--- src/tgc_pkg.sv ---
// ============================================================================
// tgc_pkg
// Shared types and constants for the touch gesture classifier: event codes,
// register indexes and the records passed between the top level and the
// sensing front end.
// ============================================================================
package tgc_pkg;

   // Fixed field widths
   localparam int unsigned CsrDataBits  = 16;
   localparam int unsigned CsrIndexBits = 3;
   localparam int unsigned LevelBits    = 16;
   localparam int unsigned FracBits     = 8;
   localparam int unsigned BaseBits     = LevelBits + FracBits;
   localparam int unsigned EventBits    = 3;

   // Event reported with each result item
   typedef enum logic [EventBits-1:0] {
      EV_NONE       = 3'd0,
      EV_TAP        = 3'd1,
      EV_DOUBLE_TAP = 3'd2,
      EV_LONG_HOLD  = 3'd3,
      EV_PETTING    = 3'd4
   } tgc_event_type;

   // Register indexes on the configuration port
   typedef enum logic [CsrIndexBits-1:0] {
      CSR_TRIGGER_RATIO   = 3'd0,
      CSR_TRIGGER_DELTA   = 3'd1,
      CSR_BASELINE_ALPHA  = 3'd2,
      CSR_TAP_MAX_MS      = 3'd3,
      CSR_DOUBLE_TAP_WIN  = 3'd4,
      CSR_LONG_HOLD_MS    = 3'd5,
      CSR_PET_MIN_MS      = 3'd6,
      CSR_PET_MAX_MS      = 3'd7
   } tgc_csr_type;

   // Register reset values
   localparam logic [CsrDataBits-1:0] RstTriggerRatio  = 16'd55706;
   localparam logic [CsrDataBits-1:0] RstTriggerDelta  = 16'd30;
   localparam logic [CsrDataBits-1:0] RstBaselineAlpha = 16'd66;
   localparam logic [CsrDataBits-1:0] RstTapMaxMs      = 16'd300;
   localparam logic [CsrDataBits-1:0] RstDoubleTapWin  = 16'd400;
   localparam logic [CsrDataBits-1:0] RstLongHoldMs    = 16'd1500;
   localparam logic [CsrDataBits-1:0] RstPetMinMs      = 16'd600;
   localparam logic [CsrDataBits-1:0] RstPetMaxMs      = 16'd1400;

   // Settings used by the sensing front end
   typedef struct packed {
      logic [CsrDataBits-1:0] trigger_ratio;
      logic [CsrDataBits-1:0] trigger_delta;
      logic [CsrDataBits-1:0] baseline_alpha;
   } tgc_sense_cfg_type;

   // What the sensing front end reports for one poll
   typedef struct packed {
      logic                touch_now;
      logic [BaseBits-1:0] baseline_next;
   } tgc_sense_type;

endpackage

--- src/touch_gesture_classifier_top.sv ---
// ============================================================================
// touch_gesture_classifier_top
// Capacitive touch poll classifier: baseline tracking, touch detection and
// tap / double tap / long hold / petting events.
// ============================================================================
// Usage:
//   Each req_ item is one sensor poll: three raw samples and a millisecond
//   timestamp. Each poll gives exactly one rsp_ item with the event of that
//   poll, the touch state, press and release pulses, the baseline level and
//   the hold duration.
//   A poll accepted into the input register waits there until the result
//   register can take it; then the median, touch test, baseline update and
//   gesture decision load the result register, where the tracking state is
//   updated too, and the result item leaves once the receiver does not stall.
//   Throughput is one poll per cycle while rsp_stall stays low.
//   When the receiver raises rsp_stall the result register holds its item;
//   one more poll waits in the input register, and only then does req_stall
//   rise. No poll is dropped.
//   The csr_ port is always ready. Write it only while no poll is in flight.
//   Reset (synchronous, active high) loads the register defaults, sets the
//   baseline to BASELINE_START, clears touch and tap tracking and empties
//   both pipeline registers.
// ============================================================================
module touch_gesture_classifier_top
   import tgc_pkg::*;
#(
   parameter int unsigned SAMPLE_BITS    = 16,
   parameter int unsigned TIME_BITS      = 32,
   parameter int unsigned TAP_MIN_MS     = 50,
   parameter int unsigned BASELINE_START = 1000
) (
   input  logic                    clock,
   input  logic                    reset,

   input  logic                    req_valid,
   output logic                    req_stall,
   input  logic [SAMPLE_BITS-1:0]  req_sample_first,
   input  logic [SAMPLE_BITS-1:0]  req_sample_second,
   input  logic [SAMPLE_BITS-1:0]  req_sample_third,
   input  logic [TIME_BITS-1:0]    req_now_ms,

   output logic                    rsp_valid,
   input  logic                    rsp_stall,
   output logic [EventBits-1:0]    rsp_event_code,
   output logic                    rsp_is_touched,
   output logic                    rsp_press_pulse,
   output logic                    rsp_release_pulse,
   output logic [LevelBits-1:0]    rsp_baseline_level,
   output logic [TIME_BITS-1:0]    rsp_hold_duration_ms,

   input  logic                    csr_valid,
   output logic                    csr_ready,
   input  logic [CsrIndexBits-1:0] csr_index,
   input  logic [CsrDataBits-1:0]  csr_data
);

   localparam logic [BaseBits-1:0]  BaseReset = BaseBits'(BASELINE_START << FracBits);
   localparam logic [TIME_BITS-1:0] TapMin    = TIME_BITS'(TAP_MIN_MS);

   // Configuration registers
   logic [CsrDataBits-1:0] trigger_ratio_ff, trigger_delta_ff, baseline_alpha_ff;
   logic [CsrDataBits-1:0] tap_max_ms_ff, double_tap_win_ff, long_hold_ms_ff;
   logic [CsrDataBits-1:0] pet_min_ms_ff, pet_max_ms_ff;

   // Input register
   logic                   in_valid_ff;
   logic [SAMPLE_BITS-1:0] in_sample_a_ff, in_sample_b_ff, in_sample_c_ff;
   logic [TIME_BITS-1:0]   in_now_ff;

   // Tracking state
   logic [BaseBits-1:0]  baseline_ff, baseline_in;
   logic                 active_ff, active_in;
   logic [TIME_BITS-1:0] start_ff, start_in;
   logic                 hold_fired_ff, hold_fired_in;
   logic                 pet_fired_ff, pet_fired_in;
   logic                 awaiting_ff, awaiting_in;
   logic [TIME_BITS-1:0] first_tap_ff, first_tap_in;

   // Result register
   logic                 out_valid_ff;
   tgc_event_type        out_event_ff, out_event_in;
   logic                 out_touched_ff;
   logic                 out_press_ff, out_press_in;
   logic                 out_release_ff, out_release_in;
   logic [LevelBits-1:0] out_level_ff;
   logic [TIME_BITS-1:0] out_hold_ff, out_hold_in;

   logic                 out_advance;
   logic                 step_go;
   tgc_sense_cfg_type    sense_cfg;
   tgc_sense_type        sense;
   logic [TIME_BITS-1:0] dur;
   logic [TIME_BITS-1:0] since_first;
   logic [TIME_BITS-1:0] tap_max, dtap_win, hold_limit, pet_min, pet_max;

   // Pipeline handshake
   assign out_advance = !out_valid_ff || !rsp_stall;
   assign step_go     = in_valid_ff && out_advance;
   assign req_stall   = in_valid_ff && !out_advance;
   assign csr_ready   = 1'b1;

   // Write configuration registers
   always_ff @(posedge clock) begin
      if (reset) begin
         trigger_ratio_ff  <= RstTriggerRatio;
         trigger_delta_ff  <= RstTriggerDelta;
         baseline_alpha_ff <= RstBaselineAlpha;
         tap_max_ms_ff     <= RstTapMaxMs;
         double_tap_win_ff <= RstDoubleTapWin;
         long_hold_ms_ff   <= RstLongHoldMs;
         pet_min_ms_ff     <= RstPetMinMs;
         pet_max_ms_ff     <= RstPetMaxMs;
      end else if (csr_valid && csr_ready) begin
         case (tgc_csr_type'(csr_index))
            CSR_TRIGGER_RATIO:  trigger_ratio_ff  <= csr_data;
            CSR_TRIGGER_DELTA:  trigger_delta_ff  <= csr_data;
            CSR_BASELINE_ALPHA: baseline_alpha_ff <= csr_data;
            CSR_TAP_MAX_MS:     tap_max_ms_ff     <= csr_data;
            CSR_DOUBLE_TAP_WIN: double_tap_win_ff <= csr_data;
            CSR_LONG_HOLD_MS:   long_hold_ms_ff   <= csr_data;
            CSR_PET_MIN_MS:     pet_min_ms_ff     <= csr_data;
            CSR_PET_MAX_MS:     pet_max_ms_ff     <= csr_data;
            default: ;
         endcase
      end
   end

   // Capture the poll
   always_ff @(posedge clock) begin
      if (reset) begin
         in_valid_ff <= 1'b0;
      end else if (!req_stall) begin
         in_valid_ff <= req_valid;
      end
      if (req_valid && !req_stall) begin
         in_sample_a_ff <= req_sample_first;
         in_sample_b_ff <= req_sample_second;
         in_sample_c_ff <= req_sample_third;
         in_now_ff      <= req_now_ms;
      end
   end

   // Median, touch test and baseline tracking
   assign sense_cfg.trigger_ratio  = trigger_ratio_ff;
   assign sense_cfg.trigger_delta  = trigger_delta_ff;
   assign sense_cfg.baseline_alpha = baseline_alpha_ff;

   tgc_sense #(
      .SAMPLE_BITS (SAMPLE_BITS)
   ) u_sense (
      .sample_a (in_sample_a_ff),
      .sample_b (in_sample_b_ff),
      .sample_c (in_sample_c_ff),
      .baseline (baseline_ff),
      .cfg      (sense_cfg),
      .sense    (sense)
   );

   // Durations modulo the time width, thresholds widened to it
   assign dur         = in_now_ff - start_ff;
   assign since_first = in_now_ff - first_tap_ff;
   assign tap_max     = TIME_BITS'(tap_max_ms_ff);
   assign dtap_win    = TIME_BITS'(double_tap_win_ff);
   assign hold_limit  = TIME_BITS'(long_hold_ms_ff);
   assign pet_min     = TIME_BITS'(pet_min_ms_ff);
   assign pet_max     = TIME_BITS'(pet_max_ms_ff);

   // Gesture decision for the poll in the input register
   always_comb begin
      baseline_in    = sense.baseline_next;
      active_in      = active_ff;
      start_in       = start_ff;
      hold_fired_in  = hold_fired_ff;
      pet_fired_in   = pet_fired_ff;
      awaiting_in    = awaiting_ff;
      first_tap_in   = first_tap_ff;
      out_event_in   = EV_NONE;
      out_press_in   = 1'b0;
      out_release_in = 1'b0;
      out_hold_in    = '0;

      // Expire a pending first tap into a plain tap
      if (awaiting_ff && since_first > dtap_win) begin
         awaiting_in  = 1'b0;
         out_event_in = EV_TAP;
      end

      if (sense.touch_now && !active_ff) begin
         // Press: start timing
         active_in     = 1'b1;
         out_press_in  = 1'b1;
         start_in      = in_now_ff;
         hold_fired_in = 1'b0;
         pet_fired_in  = 1'b0;
      end else if (!sense.touch_now && active_ff) begin
         // Release: maybe a tap or the second tap of a pair
         active_in      = 1'b0;
         out_release_in = 1'b1;
         if (!hold_fired_ff && !pet_fired_ff && dur >= TapMin && dur <= tap_max) begin
            if (awaiting_in && since_first <= dtap_win) begin
               awaiting_in  = 1'b0;
               out_event_in = EV_DOUBLE_TAP;
            end else begin
               awaiting_in  = 1'b1;
               first_tap_in = in_now_ff;
            end
         end
      end else if (sense.touch_now && active_ff) begin
         // Held: long hold first, then petting, each once
         out_hold_in = dur;
         if (!hold_fired_ff && dur >= hold_limit) begin
            hold_fired_in = 1'b1;
            awaiting_in   = 1'b0;
            out_event_in  = EV_LONG_HOLD;
         end else if (!pet_fired_ff && dur >= pet_min && dur <= pet_max) begin
            pet_fired_in = 1'b1;
            awaiting_in  = 1'b0;
            out_event_in = EV_PETTING;
         end
      end
   end

   // Advance tracking state as the poll moves to the result register
   always_ff @(posedge clock) begin
      if (reset) begin
         baseline_ff   <= BaseReset;
         active_ff     <= 1'b0;
         start_ff      <= '0;
         hold_fired_ff <= 1'b0;
         pet_fired_ff  <= 1'b0;
         awaiting_ff   <= 1'b0;
         first_tap_ff  <= '0;
      end else if (step_go) begin
         baseline_ff   <= baseline_in;
         active_ff     <= active_in;
         start_ff      <= start_in;
         hold_fired_ff <= hold_fired_in;
         pet_fired_ff  <= pet_fired_in;
         awaiting_ff   <= awaiting_in;
         first_tap_ff  <= first_tap_in;
      end
   end

   // Result register: hold while stalled
   always_ff @(posedge clock) begin
      if (reset) begin
         out_valid_ff <= 1'b0;
      end else if (out_advance) begin
         out_valid_ff <= in_valid_ff;
      end
      if (step_go) begin
         out_event_ff   <= out_event_in;
         out_touched_ff <= active_in;
         out_press_ff   <= out_press_in;
         out_release_ff <= out_release_in;
         out_level_ff   <= baseline_in[BaseBits-1:FracBits];
         out_hold_ff    <= out_hold_in;
      end
   end

   assign rsp_valid            = out_valid_ff;
   assign rsp_event_code       = out_event_ff;
   assign rsp_is_touched       = out_touched_ff;
   assign rsp_press_pulse      = out_press_ff;
   assign rsp_release_pulse    = out_release_ff;
   assign rsp_baseline_level   = out_level_ff;
   assign rsp_hold_duration_ms = out_hold_ff;

endmodule

--- src/tgc_sense.sv ---
// ============================================================================
// tgc_sense
// Sensing front end: median of three samples, touch test against the
// baseline, and the first-order baseline tracking update (Q16.8 baseline,
// Q0.16 weight, round half up).
// ============================================================================
module tgc_sense
   import tgc_pkg::*;
#(
   parameter int unsigned SAMPLE_BITS = 16
) (
   input  logic [SAMPLE_BITS-1:0] sample_a,
   input  logic [SAMPLE_BITS-1:0] sample_b,
   input  logic [SAMPLE_BITS-1:0] sample_c,
   input  logic [BaseBits-1:0]    baseline,
   input  tgc_sense_cfg_type      cfg,
   output tgc_sense_type          sense
);

   logic [SAMPLE_BITS-1:0] median;
   logic [LevelBits-1:0]   raw;
   logic [BaseBits-1:0]    raw_fx;
   logic [39:0]            ratio_prod;
   logic                   ratio_hit;
   logic                   delta_hit;
   logic signed [24:0]     diff;
   logic signed [41:0]     weighted;
   logic signed [41:0]     rounded;
   logic signed [25:0]     step;
   logic signed [25:0]     tracked;

   // Pick the median of the three samples
   always_comb begin
      if ((sample_a >= sample_b && sample_a <= sample_c) ||
          (sample_a >= sample_c && sample_a <= sample_b)) begin
         median = sample_a;
      end else if ((sample_b >= sample_a && sample_b <= sample_c) ||
                   (sample_b >= sample_c && sample_b <= sample_a)) begin
         median = sample_b;
      end else begin
         median = sample_c;
      end
   end

   assign raw    = LevelBits'(median);
   assign raw_fx = {raw, {FracBits{1'b0}}};

   // Touch when the median sits below baseline times ratio, or far enough below
   assign ratio_prod = 40'(baseline) * 40'(cfg.trigger_ratio);
   assign ratio_hit  = {raw, 24'h000000} < ratio_prod;
   assign delta_hit  = (baseline > raw_fx) &&
                       ((baseline - raw_fx) >= {cfg.trigger_delta, {FracBits{1'b0}}});

   // Track the baseline: base + round((median - base) * alpha / 2^16)
   assign diff     = $signed({1'b0, raw_fx}) - $signed({1'b0, baseline});
   assign weighted = 42'(diff) * 42'($signed({1'b0, cfg.baseline_alpha}));
   assign rounded  = weighted + 42'sd32768;
   assign step     = $signed(rounded[41:16]);
   assign tracked  = $signed({2'b00, baseline}) + step;

   always_comb begin
      sense.touch_now     = ratio_hit || delta_hit;
      sense.baseline_next = sense.touch_now ? baseline : tracked[BaseBits-1:0];
   end

endmodule

--- config.mk ---
export PLATFORM = sky130hd
export DESIGN_NAME = touch_gesture_classifier_top
export DESIGN_NICKNAME = d
export VERILOG_FILES = /design/src/tgc_pkg.sv /design/src/touch_gesture_classifier_top.sv /design/src/tgc_sense.sv
export SDC_FILE = /design/constraint.sdc
export NUM_CORES = 2
export LEC_CHECK = 0
export ABC_AREA = 1
export BUFFER_PORTS_ARGS = -buffer_cell sky130_fd_sc_hd__clkbuf_2
export CAP_MARGIN = 20
export CORE_AREA = 2 2 413 415
export DETAILED_ROUTE_END_ITERATION = 10
export DIE_AREA = 0 0 415 417
export PLACE_DENSITY = 0.44
export SLEW_MARGIN = 20
export SYNTH_ARGS = -nofsm -noshare
export SYNTH_HDL_FRONTEND = slang
export SYNTH_SLANG_ARGS = --single-unit
--- constraint.sdc ---
create_clock -name clock -period 29.2 [get_ports clock]
set_input_delay 1.46 -clock clock [delete_from_list [all_inputs] [get_ports clock]]
set_output_delay 1.46 -clock clock [all_outputs]
set_load 0.01 [all_outputs]
After elaboration in Yosys (flattened, before gate mapping)
Index checks and enable logic that the tools add are counted.
{"block": "totals", "elab_cells": 148, "out_inout_bits": 57, "input_bits": 104, "reg_bits": 356}
{"block": "classes", "addsub": 6, "muxes": 32, "n_mul": 2, "n_bitwise": 4, "n_eq_ne": 9, "reduce_logical": 49, "magnitude_cmp": 18}
{"operator": "32-bit by 16-bit less-or-equal comparator with 1-bit output", "count": 3}
{"operator": "16-bit >= comparator", "count": 4}
{"operator": "32-bit by 16-bit >= comparator with 1-bit output", "count": 2}
{"operator": "16-bit less-or-equal comparator", "count": 4}
{"operator": "32-bit subtractor", "count": 2}
{"operator": "40-bit by 17-bit adder with 40-bit output (second input constant)", "count": 1}
{"operator": "40-bit < comparator", "count": 1}
{"operator": "24-bit by 16-bit multiplier with 40-bit output", "count": 1}
{"operator": "25-bit by 17-bit multiplier with 40-bit output", "count": 1}
{"operator": "32-bit by 6-bit >= comparator with 1-bit output (second input constant)", "count": 1}
{"operator": "32-bit by 16-bit greater-than comparator with 1-bit output", "count": 1}
{"operator": "16-bit two-way mux", "count": 2}
{"operator": "24-bit by 24-bit subtractor with 25-bit output", "count": 1}
{"operator": "24-bit adder", "count": 1}
{"operator": "24-bit >= comparator", "count": 1}
{"operator": "24-bit greater-than comparator", "count": 1}
{"operator": "24-bit two-way mux", "count": 1}
{"operator": "24-bit subtractor", "count": 1}
{"operator": "1-bit two-way mux", "count": 22}
{"operator": "3-bit two-way mux", "count": 7}
{"operator": "2-bit AND reduction", "count": 10}
{"operator": "1-bit logical AND", "count": 19}
{"operator": "3-bit == test (second input constant)", "count": 4}
{"operator": "5-bit AND reduction", "count": 2}
{"operator": "10 further kinds", "count": 27}

Depth between registers and ports, before layout
{"block": "depth", "ltp_word": 13, "mapped_depth": 68, "mapped_depth_nobuf": 65}

By module
A second synthesis with hierarchy kept.
{"block": "unflattened", "hier_cells": 7104, "hier_area_um2": 52041.2}
{"mod": "tgc_sense", "instances": 1, "seq_area_each_um2": 0.0, "cells_per_inst": 4496, "area_each_um2": 32743.9}
{"mod": "touch_gesture_classifier_top", "instances": 1, "seq_area_each_um2": 8468.1, "cells_per_inst": 2608, "area_each_um2": 19297.3}

Least setup slack after synthesis
No wires, ideal clock.
{"block": "synth_timing", "path_type": "flip-flop to flip-flop", "startpoint": "reg in_sample_a_ff[9]", "endpoint": "reg out_level_ff[14] (netlist: rsp_baseline_level[14]) (data pin)", "stages_incl_launch_ff": 59, "synth_period_minus_slack_ps": 10703, "setup_ps": 262, "required_ps": 28938, "path_buffers": 3, "t_arrival_ps": 10441, "setup_slack_ps": 18497, "path_cell_list": "edfxtp_1 > ha_1 > a21oi_1 > nor2_1 > a211oi_1 > o221a_2 > nand3_1 > a22o_1 > inv_1 > clkbuf_1 > o211ai_1 > o21ai_0 > inv_1 > ha_1 > clkbuf_1 > nand2_1 > inv_2 > a21oi_1 > [23 not listed] > o21ai_0 > a21oi_1 > nand2_1 > a21boi_0 > o21bai_1 > a21oi_1 > o21ai_0 > xor2_1 > ha_1 > nand2_1 > nor4_1 > nand4_1 > nand3_1 > nand3_1 > nand2_1 > a31oi_1 > xor2_1 > o21ai_0"}
{"element": "start, declared", "line": "touch_gesture_classifier_top.sv:67", "source": "logic [SAMPLE_BITS-1:0] in_sample_a_ff, in_sample_b_ff, in_sample_c_ff;"}
{"element": "start signal, assigned", "line": "touch_gesture_classifier_top.sv:136", "source": "in_sample_a_ff <= req_sample_first;"}
{"element": "end signal, assigned", "line": "touch_gesture_classifier_top.sv:256", "source": "out_level_ff <= baseline_in[BaseBits-1:FracBits];"}
{"element": "end, declared", "line": "touch_gesture_classifier_top.sv:85", "source": "logic [LevelBits-1:0] out_level_ff;"}

==> results.yml <==
critical_path:
  start_kind: "flip-flop"
  worst-r2r-setup-slack_ns: 15.25
  path_max_fanout: 32
  critPathCaptureType: "flip-flop"
  crit_path_top_delay_cell: "inv_1"
  crit_required_ns: 29.58
  worstSetupPathType: "reg -> reg"
  crit_arrival_ns: 14.32
  critical-path-top-delay-family: "adder cells"
  crit_buf_inv: 8
  max_stage_delay_ns: 0.67
  crit_top_cell: "inv_1"
global_routing:
  grt_pass1_wl_mm: 267.8
  grt_use_total_pct: 20.29
  grt_antenna_before_repair: 3
  grt_pass1_vias: 42526
  grt_overflow: 0
  grt_max_degree: 86
route:
  drc: 0
  detail-route-antenna-nets: 0
  wl_mm: 174.8
  routedWlPerCell_um: 19.86
  viasPerCell: 4.697
  drtPass1Iterations: 8
  vias: 41342
  dr.first_iter.drc_count: 2568
yosys:
  syn-cell-area_mm2: 0.05020
  synth_compound_area_share_pct: 9.546
  synth-edff-count: 134
  yosysTopAreaCell: "fa_1"
  synthMuxAreaShare_pct: 0
  synth_top_family_by_area: "adder cells"
  ys_dominant_reg_cell: "dfxtp_1"
  synth.distinct_cells: 65
  syn_area_per_cell_um2: 7.748
  yosysWarnings: 0
  ys_seq_elements: 356
  ys_seq_area_share_pct: 16.87
  synth.top_cells.by_area: "fa_1 (27%), ha_1 (13%), inv_1 (11%), nand2_1 (10%), dfxtp_1 (8.9%)"
  synthArstFlopShare_pct: 0
  synth_top_area_share_pct: 27.44
  yosys.area_share.adder_pct: 40.07
  synth_xor_xnor_area_share_pct: 2.580
  synth_nets: 7778
  synth-simple-area-share_pct: 17.81
  synth_cells: 6479
clocking:
  cts_resized: 0
  cts_buffers: 46
  holdBufCountCts: 0
  cts_setup_buffers: 0
  clk_path_buf_depth: 3
  h-tree-depth: 2
  path_clk_slew_ns: 0.07
  cts_tree: "done"
  root_buffer: "clkbuf_16"
  cts_sinks: 356
  clk_latency_ns: 0.65
timing:
  max_freq_mhz: 71.70
  finalMaxSlewViolations: 0
  maxSlewHeadroom_pct: 27.27
  fin_tns_setup_ns: 0
  worst_slew_pin_slew_ns: 1.090
  finalSetupViolCount: 0
  skew_ns: 0.02985
  fin_crit_ns: 13.95
  finalHoldViolCount: 0
  rsz0062_at_grt: "false"
  finalCritPeriodShare_pct: 47.76
floorplanning:
  die_h_um: 417
  dieWidth_um: 415
  start_util_pct: 29.79
  floorplan.die_area_mm2: 0.1731
  fp-row-count: 151
  core-area_mm2: 0.1685
  io-pin-count: 161
final_layout:
  nets: 7842
  layout-drive-gt1-share_pct: 6.139
  area_growth_pct: 9.611
place:
  place_congestion: 0.8900
  hpwl_mm: 139.7
  portBuffers: 159
flow_run:
  drv_cap: 0
min_path:
  hp-class: "reg -> reg"
outcome:
  outcome: "complete, no violations"
## cells in the mapped netlist (15+ instances only)
library cell and count:
nand4_1 92, edfxtp_1 134, o21ai_1 21, o21a_1 15, nand2_1 1366, buf_1 17
o21bai_1 19, fa_1 688, xnor2_1 45, a21oi_1 418, nand2_2 15, nor2_1 484
inv_1 1482, nor3_1 37, buf_2 19, ha_1 507, xor2_1 101, clkbuf_1 179
o211ai_1 56, o21ai_0 247, nand3_1 145, dfxtp_1 222
## worst min-delay path: cells and delay by family (launching register included)
family / cells / cell delay (ns)
flops: 1 / 0.32
simple gates: 2 / 0.10
## final cells by class
cell class	instances	area, um2
clock buffer	61	1320
timing repair buffer	242	1419
fill	18226	113500
clock inverter	25	210.2
sequential	356	8478
multi-input combinational	4395	35170
antenna	2	5.005
tap	2218	2775
inverter	1502	5644
## sequential cells by signal (all words and copies together) (netlist names), 24 cells and up
signal / flops
in_now_ff: 32
start_ff: 32
rsp_hold_duration_ms: 32
first_tap_ff: 32
baseline_ff: 24
## placed cells by master, fill, tap and decap left out, types with 6 or more instances in the layout
cell,instances
o211ai_1,56
o31ai_1,6
a21oi_2,7
nor3_1,37
inv_1,1481
clkbuf_16,48
a211oi_1,14
o21a_1,15
dfxtp_2,8
o221ai_1,8
nor2_2,7
dfxtp_1,214
edfxtp_1,134
nor4_1,9
nand4_1,92
nor2_1,483
xor2_1,100
or2_2,6
ha_1,507
clkbuf_8,7
clkinv_1,12
a21o_1,7
nand2_2,16
a21oi_1,418
o22ai_1,9
o21ai_0,247
a31oi_1,12
nor3_2,7
o21bai_1,19
nand2_1,1365
inv_2,12
fa_1,688
o21ai_1,21
clkbuf_2,159
clkinv_2,7
buf_4,83
clkbuf_1,6
nand3_1,145
xnor2_1,44
## cells by family after synthesis
logic type	after synthesis
simple gates	2189
compound gates	863
fa+ha+maj	1195
other cells	1
xor+xnor	147
flops	356
buf+inv	1728
## metal layers
| metal | part of all wire [%] | up-vias | wire length [um] | GRT usage (%) |
|---|---|---|---|---|
| li1 | - | 20053 | - | - |
| met1 | 45 | 20358 | 77850 | 26.61 |
| met2 | 50 | 783 | 86630 | 36.03 |
| met3 | 3.6 | 148 | 6244 | 1.817 |
| met4 | 2.3 | 0 | 4043 | 4.608 |
| met5 | 0 | - | 0 | 0 |
## metrics by stage
| stage | hold WS (ns) | instance area (um2) | instances | setup WS (ns) | utilization (%) |
|---|---|---|---|---|---|
| 2_1_floorplan | 0.4331 | 50200 | 6479 | 18.50 | - |
| 3_3_place_gp | 0.4392 | 53470 | 8713 | 15.08 | 31.73 |
| 3_5_place_dp | 0.4436 | 53480 | 8713 | 15.30 | 31.74 |
| 4_1_cts | 0.4592 | 55010 | 8799 | 15.27 | 32.64 |
| 5_1_grt | 0.4743 | 55020 | 8799 | 14.38 | 32.65 |
| 6_report | 0.4546 | 55020 | 8801 | 15.25 | 32.65 |
## final timing paths
check,from,endpoint,depth (start not counted)
hold / removal,trigger_ratio_ff[11],trigger_ratio_ff[11],2
setup reg to reg,in_sample_a_ff[9],rsp_baseline_level[14],53
setup / recovery,in_sample_a_ff[9],rsp_baseline_level[14],53
hold reg to reg,trigger_ratio_ff[11],trigger_ratio_ff[11],2
Power is not shown: default switching activity piles up to over one toggle a cycle in this logic, so the estimate is an artifact.
